$ cat config.mk
export PLATFORM = sky130hd
export DESIGN_NAME = tssr_front
export DESIGN_NICKNAME = d
export VERILOG_FILES = /design/src/sv/tssr_pkg.sv /design/src/sv/tssr_front.sv
export SDC_FILE = /design/constraint.sdc
export NUM_CORES = 1
export LEC_CHECK = 0
export BUFFER_PORTS_ARGS = -buffer_cell sky130_fd_sc_hd__buf_2
export CAP_MARGIN = 20
export CORE_MARGIN = 4
export CORE_UTILIZATION = 56
export DETAILED_ROUTE_END_ITERATION = 16
export PLACE_DENSITY_LB_ADDON = 0.15
export SETUP_SLACK_MARGIN = 0.4
export SYNTH_ARGS = -nofsm -noshare
export SYNTH_HDL_FRONTEND = slang
export SYNTH_SLANG_ARGS = --single-unit
$ cat constraint.sdc
create_clock -name clock -period 3.1 [get_ports clock]
set_input_delay 0.775 -clock clock [delete_from_list [all_inputs] [get_ports clock]]
set_output_delay 0.775 -clock clock [all_outputs]
set_load 0.02 [all_outputs]
$ cat src/sv/tssr_pkg.sv
// Shared types, codes and helpers for the tile and sprite scanline renderer.
`default_nettype none

package tssr_pkg;

   localparam int VRAM_BYTES = 8192;
   localparam int VRAM_AW    = 13;
   localparam int CSR_IW     = 4;

   // lcd_control bit positions
   localparam int LCDC_ON      = 7;
   localparam int LCDC_WIN_MAP = 6;
   localparam int LCDC_WIN_ON  = 5;
   localparam int LCDC_BG_MAP  = 3;
   localparam int LCDC_OBJ_ON  = 1;
   localparam int LCDC_BG_ON   = 0;

   localparam logic [1:0] FUNC_VRAM   = 2'd0;
   localparam logic [1:0] FUNC_OAM    = 2'd1;
   localparam logic [1:0] FUNC_RENDER = 2'd2;
   localparam logic [1:0] FUNC_NONE   = 2'd3;

   localparam logic [CSR_IW-1:0] CSR_LCD_CONTROL  = 4'd0;
   localparam logic [CSR_IW-1:0] CSR_SCROLL_Y     = 4'd1;
   localparam logic [CSR_IW-1:0] CSR_SCROLL_X     = 4'd2;
   localparam logic [CSR_IW-1:0] CSR_WINDOW_Y     = 4'd3;
   localparam logic [CSR_IW-1:0] CSR_WINDOW_X     = 4'd4;
   localparam logic [CSR_IW-1:0] CSR_BG_PALETTE   = 4'd5;
   localparam logic [CSR_IW-1:0] CSR_OBJ_PALETTE0 = 4'd6;
   localparam logic [CSR_IW-1:0] CSR_OBJ_PALETTE1 = 4'd7;

   typedef struct packed {
      logic [1:0]  func;
      logic [12:0] address;
      logic [7:0]  data;
      logic [7:0]  line;
   } req_type;

   typedef struct packed {
      logic [15:0] pixel_group;
      logic [4:0]  group_index;
      logic        last;
   } rsp_type;

   typedef struct packed {
      logic [7:0] lcd_control;
      logic [7:0] scroll_y;
      logic [7:0] scroll_x;
      logic [7:0] window_y;
      logic [7:0] window_x;
      logic [7:0] bg_palette;
      logic [7:0] obj_palette0;
      logic [7:0] obj_palette1;
   } cfg_type;

   typedef enum logic [1:0] {
      OP_VRAM,
      OP_OAM,
      OP_RENDER
   } op_type;

   typedef struct packed {
      op_type      op;
      logic [12:0] address;
      logic [7:0]  data;
      logic [7:0]  line;
   } cmd_type;

   typedef struct packed {
      logic    valid;
      cmd_type cmd;
   } cmd_head_type;

   typedef enum logic [3:0] {
      ST_CLEAR,
      ST_IDLE,
      ST_SEL_RD,
      ST_SEL_CHK,
      ST_GRP,
      ST_BG_MAP,
      ST_BG_LO,
      ST_BG_HI,
      ST_BG_PIX,
      ST_SP_LO,
      ST_SP_HI,
      ST_SP_MIX,
      ST_OUT
   } state_type;

   function automatic logic [1:0] shade_f(input logic [1:0] colour, input logic [7:0] pal);
      logic [1:0] s;
      s = pal[{colour, 1'b0} +: 2];
      return s;
   endfunction

endpackage

`default_nettype wire

$ cat src/sv/tssr_front.sv
// Front end: accept commands, classify them and queue them for the renderer.
`default_nettype none

module tssr_front
   import tssr_pkg::*;
(
   input  wire logic         clock,
   input  wire logic         reset,
   input  wire logic         start,
   output      logic         busy,
   input  wire req_type      req_item,
   input  wire logic         clearing,
   output      cmd_head_type head,
   input  wire logic         pop
);

   cmd_type    q_ff [2];
   logic       wr_ptr_ff, wr_ptr_in;
   logic       rd_ptr_ff, rd_ptr_in;
   logic [1:0] count_ff, count_in;
   logic       accept, push;
   cmd_type    cmd_in;

   assign busy   = (count_ff == 2'd2) || clearing;
   assign accept = start && !busy;

   always_comb begin
      cmd_in.address = req_item.address;
      cmd_in.data    = req_item.data;
      cmd_in.line    = req_item.line;
      cmd_in.op      = OP_VRAM;
      push           = accept;
      unique case (req_item.func)
         FUNC_VRAM:   cmd_in.op = OP_VRAM;
         FUNC_OAM:    cmd_in.op = OP_OAM;
         FUNC_RENDER: cmd_in.op = OP_RENDER;
         FUNC_NONE:   push = 1'b0;   // drop unused code
         default:     push = 1'b0;
      endcase
   end

   assign head.valid = (count_ff != 2'd0);
   assign head.cmd   = q_ff[rd_ptr_ff];

   assign wr_ptr_in = wr_ptr_ff ^ push;
   assign rd_ptr_in = rd_ptr_ff ^ pop;
   assign count_in  = count_ff + {1'b0, push} - {1'b0, pop};

   always_ff @(posedge clock) begin
      if (reset) begin
         wr_ptr_ff <= 1'b0;
         rd_ptr_ff <= 1'b0;
         count_ff  <= 2'd0;
      end else begin
         wr_ptr_ff <= wr_ptr_in;
         rd_ptr_ff <= rd_ptr_in;
         count_ff  <= count_in;
      end
   end

   always_ff @(posedge clock) begin
      if (push) begin
         q_ff[wr_ptr_ff] <= cmd_in;
      end
   end

endmodule

`default_nettype wire

# Word level (Yosys, flattened, before mapping)
# Memory sizes are Yosys's and may differ from the RTL's. A register that Yosys moved wholly into a read port is not among the register bits.
# Cells that the tools add are included.
# W data, S select, Z words.
dict set report classes {
  muxes 5
  n_reduce_logical 4
  add_sub_neg 2
  magnitude_cmp 0
  n_mul 0
  n_shift 0
  bitwise 2
  div_mod_pow 0
  eq_ne 4
}
# op count
set ops {}
lappend ops {{$eq A2 B2 Y1 const B} 3}
lappend ops {{$mux W1} 4}
lappend ops {{$pmux W2 S2} 1}
lappend ops {{$add A2 B1 Y2} 1}
lappend ops {{$eq A2 B1 Y1 const B} 1}
lappend ops {{$reduce_bool A2 Y1} 1}
lappend ops {{$sub A2 B1 Y2} 1}
lappend ops {{$xor A1 B1 Y1} 2}
lappend ops {{$logic_and A1 B1 Y1} 1}
lappend ops {{$logic_not A1 Y1} 1}
lappend ops {{$logic_or A1 B1 Y1} 1}
dict set report word_totals {
  latch_bits 0
  out_inout_bits 33
  inputBits 36
  ff_bits 4
  mem_count 1
  elab_cells 21
  mem_bits_rw 62
  rom_bits 0
}
# name words word_bits read_ports rd_clocked_by_memory_dff write_ports line
set memory_table {}
lappend memory_table {q_ff 2 31 1 1 1 tssr_front.sv:17} ;# cmd_type q_ff [2];

# Depth between registers and ports, before layout
# Gate-level depths: netlist of run 1.
dict set report logic_depth {
  depth_word 7
  depth_mapped 7
  depth_no_buf 7
}

# Least setup slack after synthesis of run 1
# OpenSTA, ideal clock, no wires.
dict set report synth_timing {
  kind {input to register}
  startpoint {input port req_item[30] (netlist name)}
  endpoint {memory q_ff[1][0] (netlist name) (enable)}
  arrival_time_ps 1869
  setup_time_ps 391
  required_ps 2709
  path_stages 3
  path_buffers 0
  path_slack_ps 840
  cell_sequence {nand2_1 -> and4b_1 -> ha_1}
}
dict set report synth_via {
  elab_chain_len 4
}
# item line
set synth_lines {}
lappend synth_lines {{start: declaration} tssr_front.sv:11} ;# input wire req_type req_item,
lappend synth_lines {{$eq A2 B2 Y1} tssr_front.sv:33} ;# unique case (req_item.func)
lappend synth_lines {{$mux W1} tssr_front.sv:33}
lappend synth_lines {{$mux W1} tssr_front.sv:62} ;# if (push) begin
lappend synth_lines {{$mux W1 (implied by the code)} tssr_front.sv:63} ;# q_ff[wr_ptr_ff] <= cmd_in;
lappend synth_lines {{end: declaration} tssr_front.sv:17}
# Every way passes these cells.

==> results of run 1 <==
## registers in the layout, summed over array words and instances, names as in the netlist
signal / count
rd_ptr_ff: 1
count_ff: 2
q_ff: 62
wr_ptr_ff: 1
## per-layer routing
layer,track usage (%),part of all wire (%),wire (um)
met2,28.47,56,2350
met4,4.348,0.81,34
met5,0,0,0
met3,7.683,6.4,271
met1,16.00,37,1545
## layout make-up
| class | instances | area [um^2] |
|---|---|---|
| repair buffers | 74 | 385.4 |
| inverters | 2 | 7.507 |
| clock buffers | 9 | 123.9 |
| multi-input cells | 49 | 610.6 |
| well taps | 52 | 65.06 |
| fillers | 308 | 1272 |
| clock inverters | 7 | 36.28 |
| flip-flops and latches | 66 | 1943 |
## critical path: stages, from the launching register on
cell and delay, ns:
dfxtp_2 0.59, buf_4 0.31, mux2_4 0.33, buf_2 0.16
## per-stage QoR
step	setup slack, ns	hold slack (ns)
floorplan	0.8398	0.5322
global placement	0.9694	0.5469
detailed placement	0.9464	0.5754
CTS	0.5828	0.5854
global route	0.5161	0.6056
finish	0.6147	0.5719
## Yosys cell counts
cell type and count:
and4b_1 1, buf_12 3, nor2_1 3, ha_1 4, nand2_1 1, edfxtp_1 62
nor2b_1 3, buf_6 1, mux2_2 2, xnor3_1 1, nand2b_1 2, xnor2_1 1
nand4b_1 1, inv_1 2, dfxtp_1 4, mux2_4 29, or2_2 1
## worst min path at each step
stage / from / endpoint
finish: wr_ptr_ff / wr_ptr_ff
global route: req_item[19] / q_ff[0][19]
floorplan: wr_ptr_ff / wr_ptr_ff
CTS: wr_ptr_ff / wr_ptr_ff
detailed placement: wr_ptr_ff / wr_ptr_ff
global placement: wr_ptr_ff / wr_ptr_ff
## cell families after synthesis
family	count (synthesis)	share of synthesized area, %
simple gates	12	2.710
buf+inv	6	2.996
flops	66	73.80
fa+ha+maj	4	1.902
mux	31	17.40
xor+xnor	2	1.189
## where the power goes
group          total, uW  internal [uW]  switching, uW  leakage [uW]
logic                282            138            144      0.000610
clock network        571            278            293     0.0000775
registers           1040           1020           20.8      0.000599
total               1900           1440            458       0.00129
==> results.md, run 1 <==
- Rows: 24
- Most common cell after layout, fill and taps aside: buf_2
- Synth Net Count: between 150 and 200
- Seq/Total Area, Yosys: 73.80%
- Num Clock Sinks: 66
- Critical Path AT: 1.71 ns
- Unrepaired setup endpoints after global routing: no
- Synth Instances: 121
- Vias: 1316
- Die ar.: 0.005859 mm^2
- Worst Skew: 0.008128 ns
- Avg Cell Area, Syn: 21.75 um^2
- DRC: 0
- Clk buf depth: 2
- Slew @ Worst Pin: 0.4166 ns
- Worst skew pair latency: about 0.33 ns
- Initial Util: 59.21%
- Total gr overflow: 0
- Post-Layout Cell Count: 259
- Critical path class: flop to output pin
- Crit path capture: head[29]
- Largest net degree at the start of global routing: 18
- Synth top area cells: edfxtp_1, mux2_4, dfxtp_1, buf_12, ha_1
- Mapped cell area: approximately 0.0026 mm^2
- Pwr Density: between 500 and 600 mW/mm^2
- Post-CTS Hold Fix Bufs: 0
- Final-report max-slew violation count: 0
- FF-to-FF setup slack: 1.60 ns
- First-pass GRT wire length: 6817 um
- CTS H-Tree Depth: 3
- Core Footprint: around 0.0044 mm^2
- Die W: 76.55 um
- Post-CTS Resized: 0
- Yosys top cell by area: edfxtp_1
- Final Cell Area: 0.003172 mm^2
- Leakage: 0.001287 uW
- Die Ht: 76.55 um
- Vias per cell: 5.081
- Initial antenna violation count: 0
- Minimum clock period: 2.485 ns
- Startpoint Class: flop
- Netlist cell types: 17
- Wirelength per Cell: 16.22 um
- Register bit total from synthesis: 66
- Gr usage total: 15.74%
- R2R Path End: q_ff[0][30]
- Buffers added on ports: 68
- Area Overhead vs Synth: 20.54%
- Worst hold stages: 3
- Dpl hpwl: 3059 um
- Vias in the first global route: 1446
- Area of placed instances: ~0.0030 mm^2
- Share of the synthesized area in the top cell type: 70.76%
- DR pass1 iterations: 4
- FF-to-FF Start: count_ff[0]
- Worst min-delay path class: flop to flop
- Number of diodes: 0
- Most frequent cells in the layout: buf_2, edfxtp_1, mux2_4, clkbuf_8, buf_4
- Num CTS Buffers: 9
- Endpoint class of the critical path: output pin
- Layout cells sized above 1: 57.97%
- Fmax: 402.4 MHz
- CTS tree: built
- Setup violators final: 0
- Gp weighted congestion: between 0.6 and 0.7
- Worst-path clk slew: 0.07 ns
- Ratio of final minimum period to clock period: 80.17%
- Setup TNS: 0 ns
- Post-Place Cells: 243
- Initial DRC count: 45
- Root Driver: clkbuf_8
- Status: completed
- IR Drop Worst-Case VDD: 0.0004395 V
- Required @ worst endpoint: 2.32 ns
- Fin. Hold Viols: 0
- Slew margin rel.: 72.23%
- Worst Reg-to-Reg Cells: 4
- Crit Path Max Fanout: 14
- Final WL: 4202 um
- Layout Nets: 242
- Final core utilization: 71.37%
- # IOs: 69
- DRT antenna net count: 0
- Setup Fix Bufs, Post-CTS: 0
- Total power draw: 1896 uW
- Yosys warning count: 0
- Setup crit start: rd_ptr_ff
- Max-cap violations: 0
No activity file was read; power rests on OpenSTA's default activity.
==> run 2: changes to the inputs <==
- CORE_UTILIZATION: 56 -> 52
- clock period: 3.1 -> 2.3 ns (I/O delays scaled with it)
==> results.md, run 2 (same netlist as run 1, synthesis figures left out) <==
- Status: completed
- Root Driver: clkbuf_8
- Worst Skew: 0.008898 ns (+0.0007696 ns)
- Critical Path AT: 1.39 ns (-0.32 ns)
- Final core utilization: 72.44% (+1.1 points)
- DRT antenna net count: 0 (unchanged)
- Largest register FFs: 62 (unchanged)
- Reg with most FFs: q_ff
- Number of diodes: 0 (unchanged)
- Vias: 1339 (+1.7%)
- Wirelength per Cell: 16.30 um (+0.48%)
- CP bufs+invs: 2 (unchanged)
- Largest regs: q_ff (62), count_ff (2)
- Buffers added on ports: 68 (unchanged)
- Crit Path Max Fanout: 8 (-6)
- Pwr Density: 762.3 mW/mm^2 (+28%)
- Die W: 79.14 um (+3.4%)
- Post-Layout Cell Count: 278 (+7.3%)
- Area Overhead vs Synth: 32.62%
- Slew @ Worst Pin: 0.2335 ns (-0.1831 ns)
- Num CTS Buffers: 9 (unchanged)
- Hold path startpoint: req_item[13]
- FF-to-FF Start: count_ff[0]
- Endpoint class of the critical path: output pin
- Dpl hpwl: 3001 um (-1.9%)
- Slew margin rel.: 84.43% (+12 points)
- Final WL: 4532 um (+7.9%)
- Ratio of final minimum period to clock period: 85.54%
- Rows: 25 (+4.2%)
- Vias in the first global route: 1448 (+0.14%)
- CTS H-Tree Depth: 3 (unchanged)
- Post-Place Cells: 258 (+6.2%)
- Worst path depth: 3 (unchanged)
- Most common cell after layout, fill and taps aside: edfxtp_1
- Total gr overflow: 0 (unchanged)
- Max-cap violations: 0 (unchanged)
- Initial Util: 54.62% (-4.6 points)
- Worst skew pair latency: 0.33 ns (about the same)
- R2R Path End: q_ff[0][2]
- Gr usage total: 14.93% (-0.81 points)
- Layout Nets: 246 (+1.7%)
- Critical path class: flop to output pin
- Num Clock Sinks: 66 (unchanged)
- Gp weighted congestion: 0.6141 (-3.9%)
- DRC: 0 (unchanged)
- Final-report max-slew violation count: 0 (unchanged)
- CTS tree: built
- Initial antenna violation count: 0 (unchanged)
- Crit path capture: head[4]
- Worst Reg-to-Reg Cells: 4 (unchanged)
- DR pass1 iterations: 4 (unchanged)
- Layout cells sized above 1: 57.35% (-0.63 points)
- Setup TNS: 0 ns (unchanged)
- Fmax: between 500 and 600 MHz
- Setup crit start: rd_ptr_ff
- Clk buf depth: 2 (unchanged)
- Initial DRC count: 77 (+71%)
- Unrepaired setup endpoints after global routing: yes
- Die ar.: 0.006262 mm^2 (+6.9%)
- Most frequent cells in the layout: edfxtp_1, buf_2, buf_6, mux2_4, clkbuf_8
- Leakage: 0.001403 uW (+9.0%)
- Worst-path clk slew: 0.07 ns (about the same)
- Startpoint Class: flop
- Die Ht: 79.14 um (+3.4%)
- Crit-path max cell delay: 0.44 ns (-0.15 ns)
- Worst min-delay path class: input port to flop
- Required @ worst endpoint: 1.73 ns (-0.59 ns)
- CP max stage cell: dfxtp_4
- Pre-CTS WS: 0.5475 ns (-0.3989 ns)
- # IOs: 69 (unchanged)
- Setup violators final: 0 (unchanged)
- CP Cell Sequence: clkbuf_16 -> mux2_4 -> buf_6
- Core Footprint: 0.004817 mm^2 (+8.4%)
- Largest net degree at the start of global routing: 18 (unchanged)
- IR Drop Worst-Case VDD: 0.0004292 V (-2.4%)
- First-pass GRT wire length: 6858 um (+0.60%)
- Vias per cell: 4.817 (-5.2%)
- FF-to-FF setup slack: 0.83 ns (-0.77 ns)
- Fin. Hold Viols: 0 (unchanged)
- Post-CTS Hold Fix Bufs: 0 (unchanged)
- Top delay family on crit path: flip-flops
- PnR worst setup slack: 0.3325 ns (-0.2821 ns)
- Minimum clock period: ~2.0 ns
run 2: cell type report:
| cell class | instances | area [um^2] |
|---|---|---|
| Sequential cell | 66 | 1946 |
| Timing Repair Buffer | 78 | 686.9 |
| Fill cell | 326 | 1328 |
| Multi-Input combinational cell | 49 | 614.3 |
| Tap cell | 67 | 83.83 |
| Clock buffer | 10 | 127.6 |
| Inverter | 2 | 7.507 |
| Clock inverter | 6 | 23.77 |
run 2: stage by stage:
step / cell area, um^2 / total power [uW] / hold slack, ns
6_report: 3490 / 2660 / 0.4322
5_1_grt: 3490 / 2784 / 0.4115
4_1_cts: 3214 / 2583 / 0.4200
3_5_place_dp: 3030 / 1816 / 0.5620
3_3_place_gp: 3030 / 1802 / 0.5434
2_1_floorplan: 2631 / 1710 / 0.5322
run 2: repair_timing:
action	4_1_cts	5_1_grt
gates cloned	0	3
gates resized for setup	6	64
pin swaps	0	0
setup endpoints to repair	31	31
setup buffers	1	0
run 2: worst min path at each step:
stage | cells after the start | to
2_1_floorplan | 3 | wr_ptr_ff
3_3_place_gp | 3 | wr_ptr_ff
3_5_place_dp | 3 | wr_ptr_ff
4_1_cts | 1 | q_ff[0][27]
5_1_grt | 1 | q_ff[0][24]
6_report | 1 | q_ff[0][13]
run 2: per-layer routing:
metal / up-vias / share of wire (%) / track usage (%)
li1: 640 / - / -
met1: 647 / 43 / 18.10
met2: 46 / 49 / 23.82
met3: 6 / 7.1 / 5.556
met4: 0 / 0.99 / 6.701
met5: - / 0 / 0
run 2: worst register-to-register path, delay by kind of cell, from the launching register on:
kind | cells | cell delay [ns]
adders and majority gates | 1 | 0.17
DFF | 1 | 0.34
buffers and inverters | 1 | 0.26
and+or+nand+nor | 2 | 0.38
run 2: power by group:
part / switching [uW] / leakage, uW / total (uW) / internal [uW]
combinational: 221 / 0.000726 / 500 / 279
clock: 386 / 0.0000776 / 757 / 371
sequential: 24.7 / 0.000599 / 1400 / 1380
total: 632 / 0.00140 / 2660 / 2030
==> run 3: changes to the inputs <==
- MAX_ROUTING_LAYER: default -> met4
- SLEW_MARGIN: default -> 25
==> results.md, run 3 (same netlist as run 1, synthesis figures left out) <==
- Status: completed
- Reg with most FFs: q_ff
- Largest register FFs: 62 (unchanged)
- Crit Path Max Fanout: 8 (unchanged)
- Num CTS Buffers: 9 (unchanged)
- Slew @ Worst Pin: 0.2304 ns (-0.003076 ns)
- Slew margin rel.: 84.64% (+0.21 points)
- Clk buf depth: 2 (unchanged)
- Buffers added on ports: 68 (unchanged)
- CTS H-Tree Depth: 3 (unchanged)
- Pwr Density: 761.8 mW/mm^2 (about the same)
- IR Drop Worst-Case VDD: 0.0004284 V (-0.18%)
- Final core utilization: 72.44% (unchanged)
- Layout cells sized above 1: 57.35% (unchanged)
- Ratio of final minimum period to clock period: 85.67% (+0.12 points)
- DRT antenna net count: 0 (unchanged)
- Fin. Hold Viols: 0 (unchanged)
- Largest net degree at the start of global routing: 18 (unchanged)
- Vias per cell: 4.842 (+0.52%)
- Vias: 1346 (+0.52%)
- Initial DRC count: 84 (+9.1%)
- FF-to-FF setup slack: 0.84 ns (about the same)
- First-pass GRT wire length: 6872 um (+0.20%)
- Worst-path clk slew: 0.07 ns (about the same)
- Wirelength per Cell: 16.27 um (-0.20%)
- PnR worst setup slack: 0.3297 ns (-0.002848 ns)
- Minimum clock period: 1.970 ns (+0.002848 ns)
- Max-cap violations: 0 (unchanged)
- Pre-CTS WS: 0.5475 ns (unchanged)
- Most frequent cells in the layout: edfxtp_1, buf_2, buf_6, mux2_4, clkbuf_8
- Setup violators final: 0 (unchanged)
- Rows: 25 (unchanged)
- Worst min-delay path class: input port to flop
- # IOs: 69 (unchanged)
- Crit-path max cell delay: 0.44 ns (about the same)
- Worst Skew: 0.007811 ns (-0.001087 ns)
- Top delay family on crit path: flip-flops
- Gr usage total: 15.42% (+0.49 points)
- Final-report max-slew violation count: 0 (unchanged)
- Setup TNS: 0 ns (unchanged)
- Worst Reg-to-Reg Cells: 4 (unchanged)
- CP Cell Sequence: clkbuf_16 -> mux2_4 -> buf_6
- Fmax: 507.5 MHz (-0.14%)
- Largest regs: q_ff (62), count_ff (2)
- Core Footprint: 0.004817 mm^2 (unchanged)
- Hold path startpoint: req_item[18]
- Root Driver: clkbuf_8
- FF-to-FF Start: count_ff[0]
- Area Overhead vs Synth: 32.62% (unchanged)
- Initial Util: 54.62% (unchanged)
- CTS tree: built
- Layout Nets: 246 (unchanged)
- Leakage: 0.001403 uW (unchanged)
- DRC: 0 (unchanged)
- CP bufs+invs: 2 (unchanged)
- Hold worst-path end: q_ff[1][18]
- Initial antenna violation count: 0 (unchanged)
- Gp weighted congestion: 0.6185 (+0.72%)
- Startpoint Class: flop
- Final WL: 4523 um (-0.20%)
- Worst hold stages: 1 (unchanged)
- Die Ht: 79.14 um (unchanged)
- Vias in the first global route: 1442 (-0.41%)
- CP max stage cell: dfxtp_4
- R2R Path End: q_ff[0][2]
- Total gr overflow: 0 (unchanged)
- Unrepaired setup endpoints after global routing: yes
- Most common cell after layout, fill and taps aside: edfxtp_1
- Die ar.: 0.006262 mm^2 (unchanged)
- Worst skew pair latency: 0.33 ns (about the same)
- Number of diodes: 0 (unchanged)
- Dpl hpwl: 3001 um (unchanged)
- Hold WS: 0.4348 ns (+0.002589 ns)
- Total power draw: 2658 uW (about the same)
- Required @ worst endpoint: 1.73 ns (about the same)
- Die W: 79.14 um (unchanged)
- Num Clock Sinks: 66 (unchanged)
- Endpoint class of the critical path: output pin
- DR pass1 iterations: 4 (unchanged)
- Critical path class: flop to output pin
- Critical Path AT: 1.40 ns (about the same)
## run 3: cell counts in the layout (fill, tap and decap cells not counted)
Identical to the previous run, type by type.
## run 3: per-stage QoR
stage | area, um^2 | std cells
2_1_floorplan | 2631 | 121
3_3_place_gp | 3030 | 258
4_1_cts | 3214 | 275
6_report | 3490 | 278
5_1_grt | 3490 | 278
3_5_place_dp | 3030 | 258
## run 3: area by class of cell
type / instances / area (um^2)
Fill cell: 326 / 1328
Inverter: 2 / 7.507
Sequential cell: 66 / 1946
Timing Repair Buffer: 78 / 686.9
Multi-Input combinational cell: 49 / 614.3
Clock buffer: 10 / 127.6
Tap cell: 67 / 83.83
Clock inverter: 6 / 23.77
## run 3: report_power, final
group / internal, uW / switching, uW
combinational: 279 / 221
sequential: 1380 / 24.6
clock: 371 / 385
total: 2030 / 630
## run 3: how the worst max path moves through the flow
stage | from | endpoint | cells after the start
finish | rd_ptr_ff | head[2] | 3
global route | rd_ptr_ff | head[4] | 3
CTS | rd_ptr_ff | head[0] | 3
detailed placement | req_item[30] | q_ff[0][20] | 5
global placement | req_item[30] | q_ff[1][20] | 5
floorplan | req_item[30] | q_ff[1][0] | 3
## run 3: metal layers
metal | vias up | part of all wire, % | global-route usage (%)
li1 | 639 | - | -
met1 | 653 | 43 | 18.48
met2 | 48 | 49 | 23.82
met3 | 6 | 6.6 | 6.009
met4 | 0 | 1.2 | 5.670
met5 | - | 0 | -
## run 3: timing repair
item | CTS | global route
buffers inserted | 1 | 0
cloned | 0 | 3
endpoints found under the hold margin | 0 | 0
hold buffers | 0 | 0
gates resized for setup | 6 | 64
setup endpoints to repair | 31 | 31
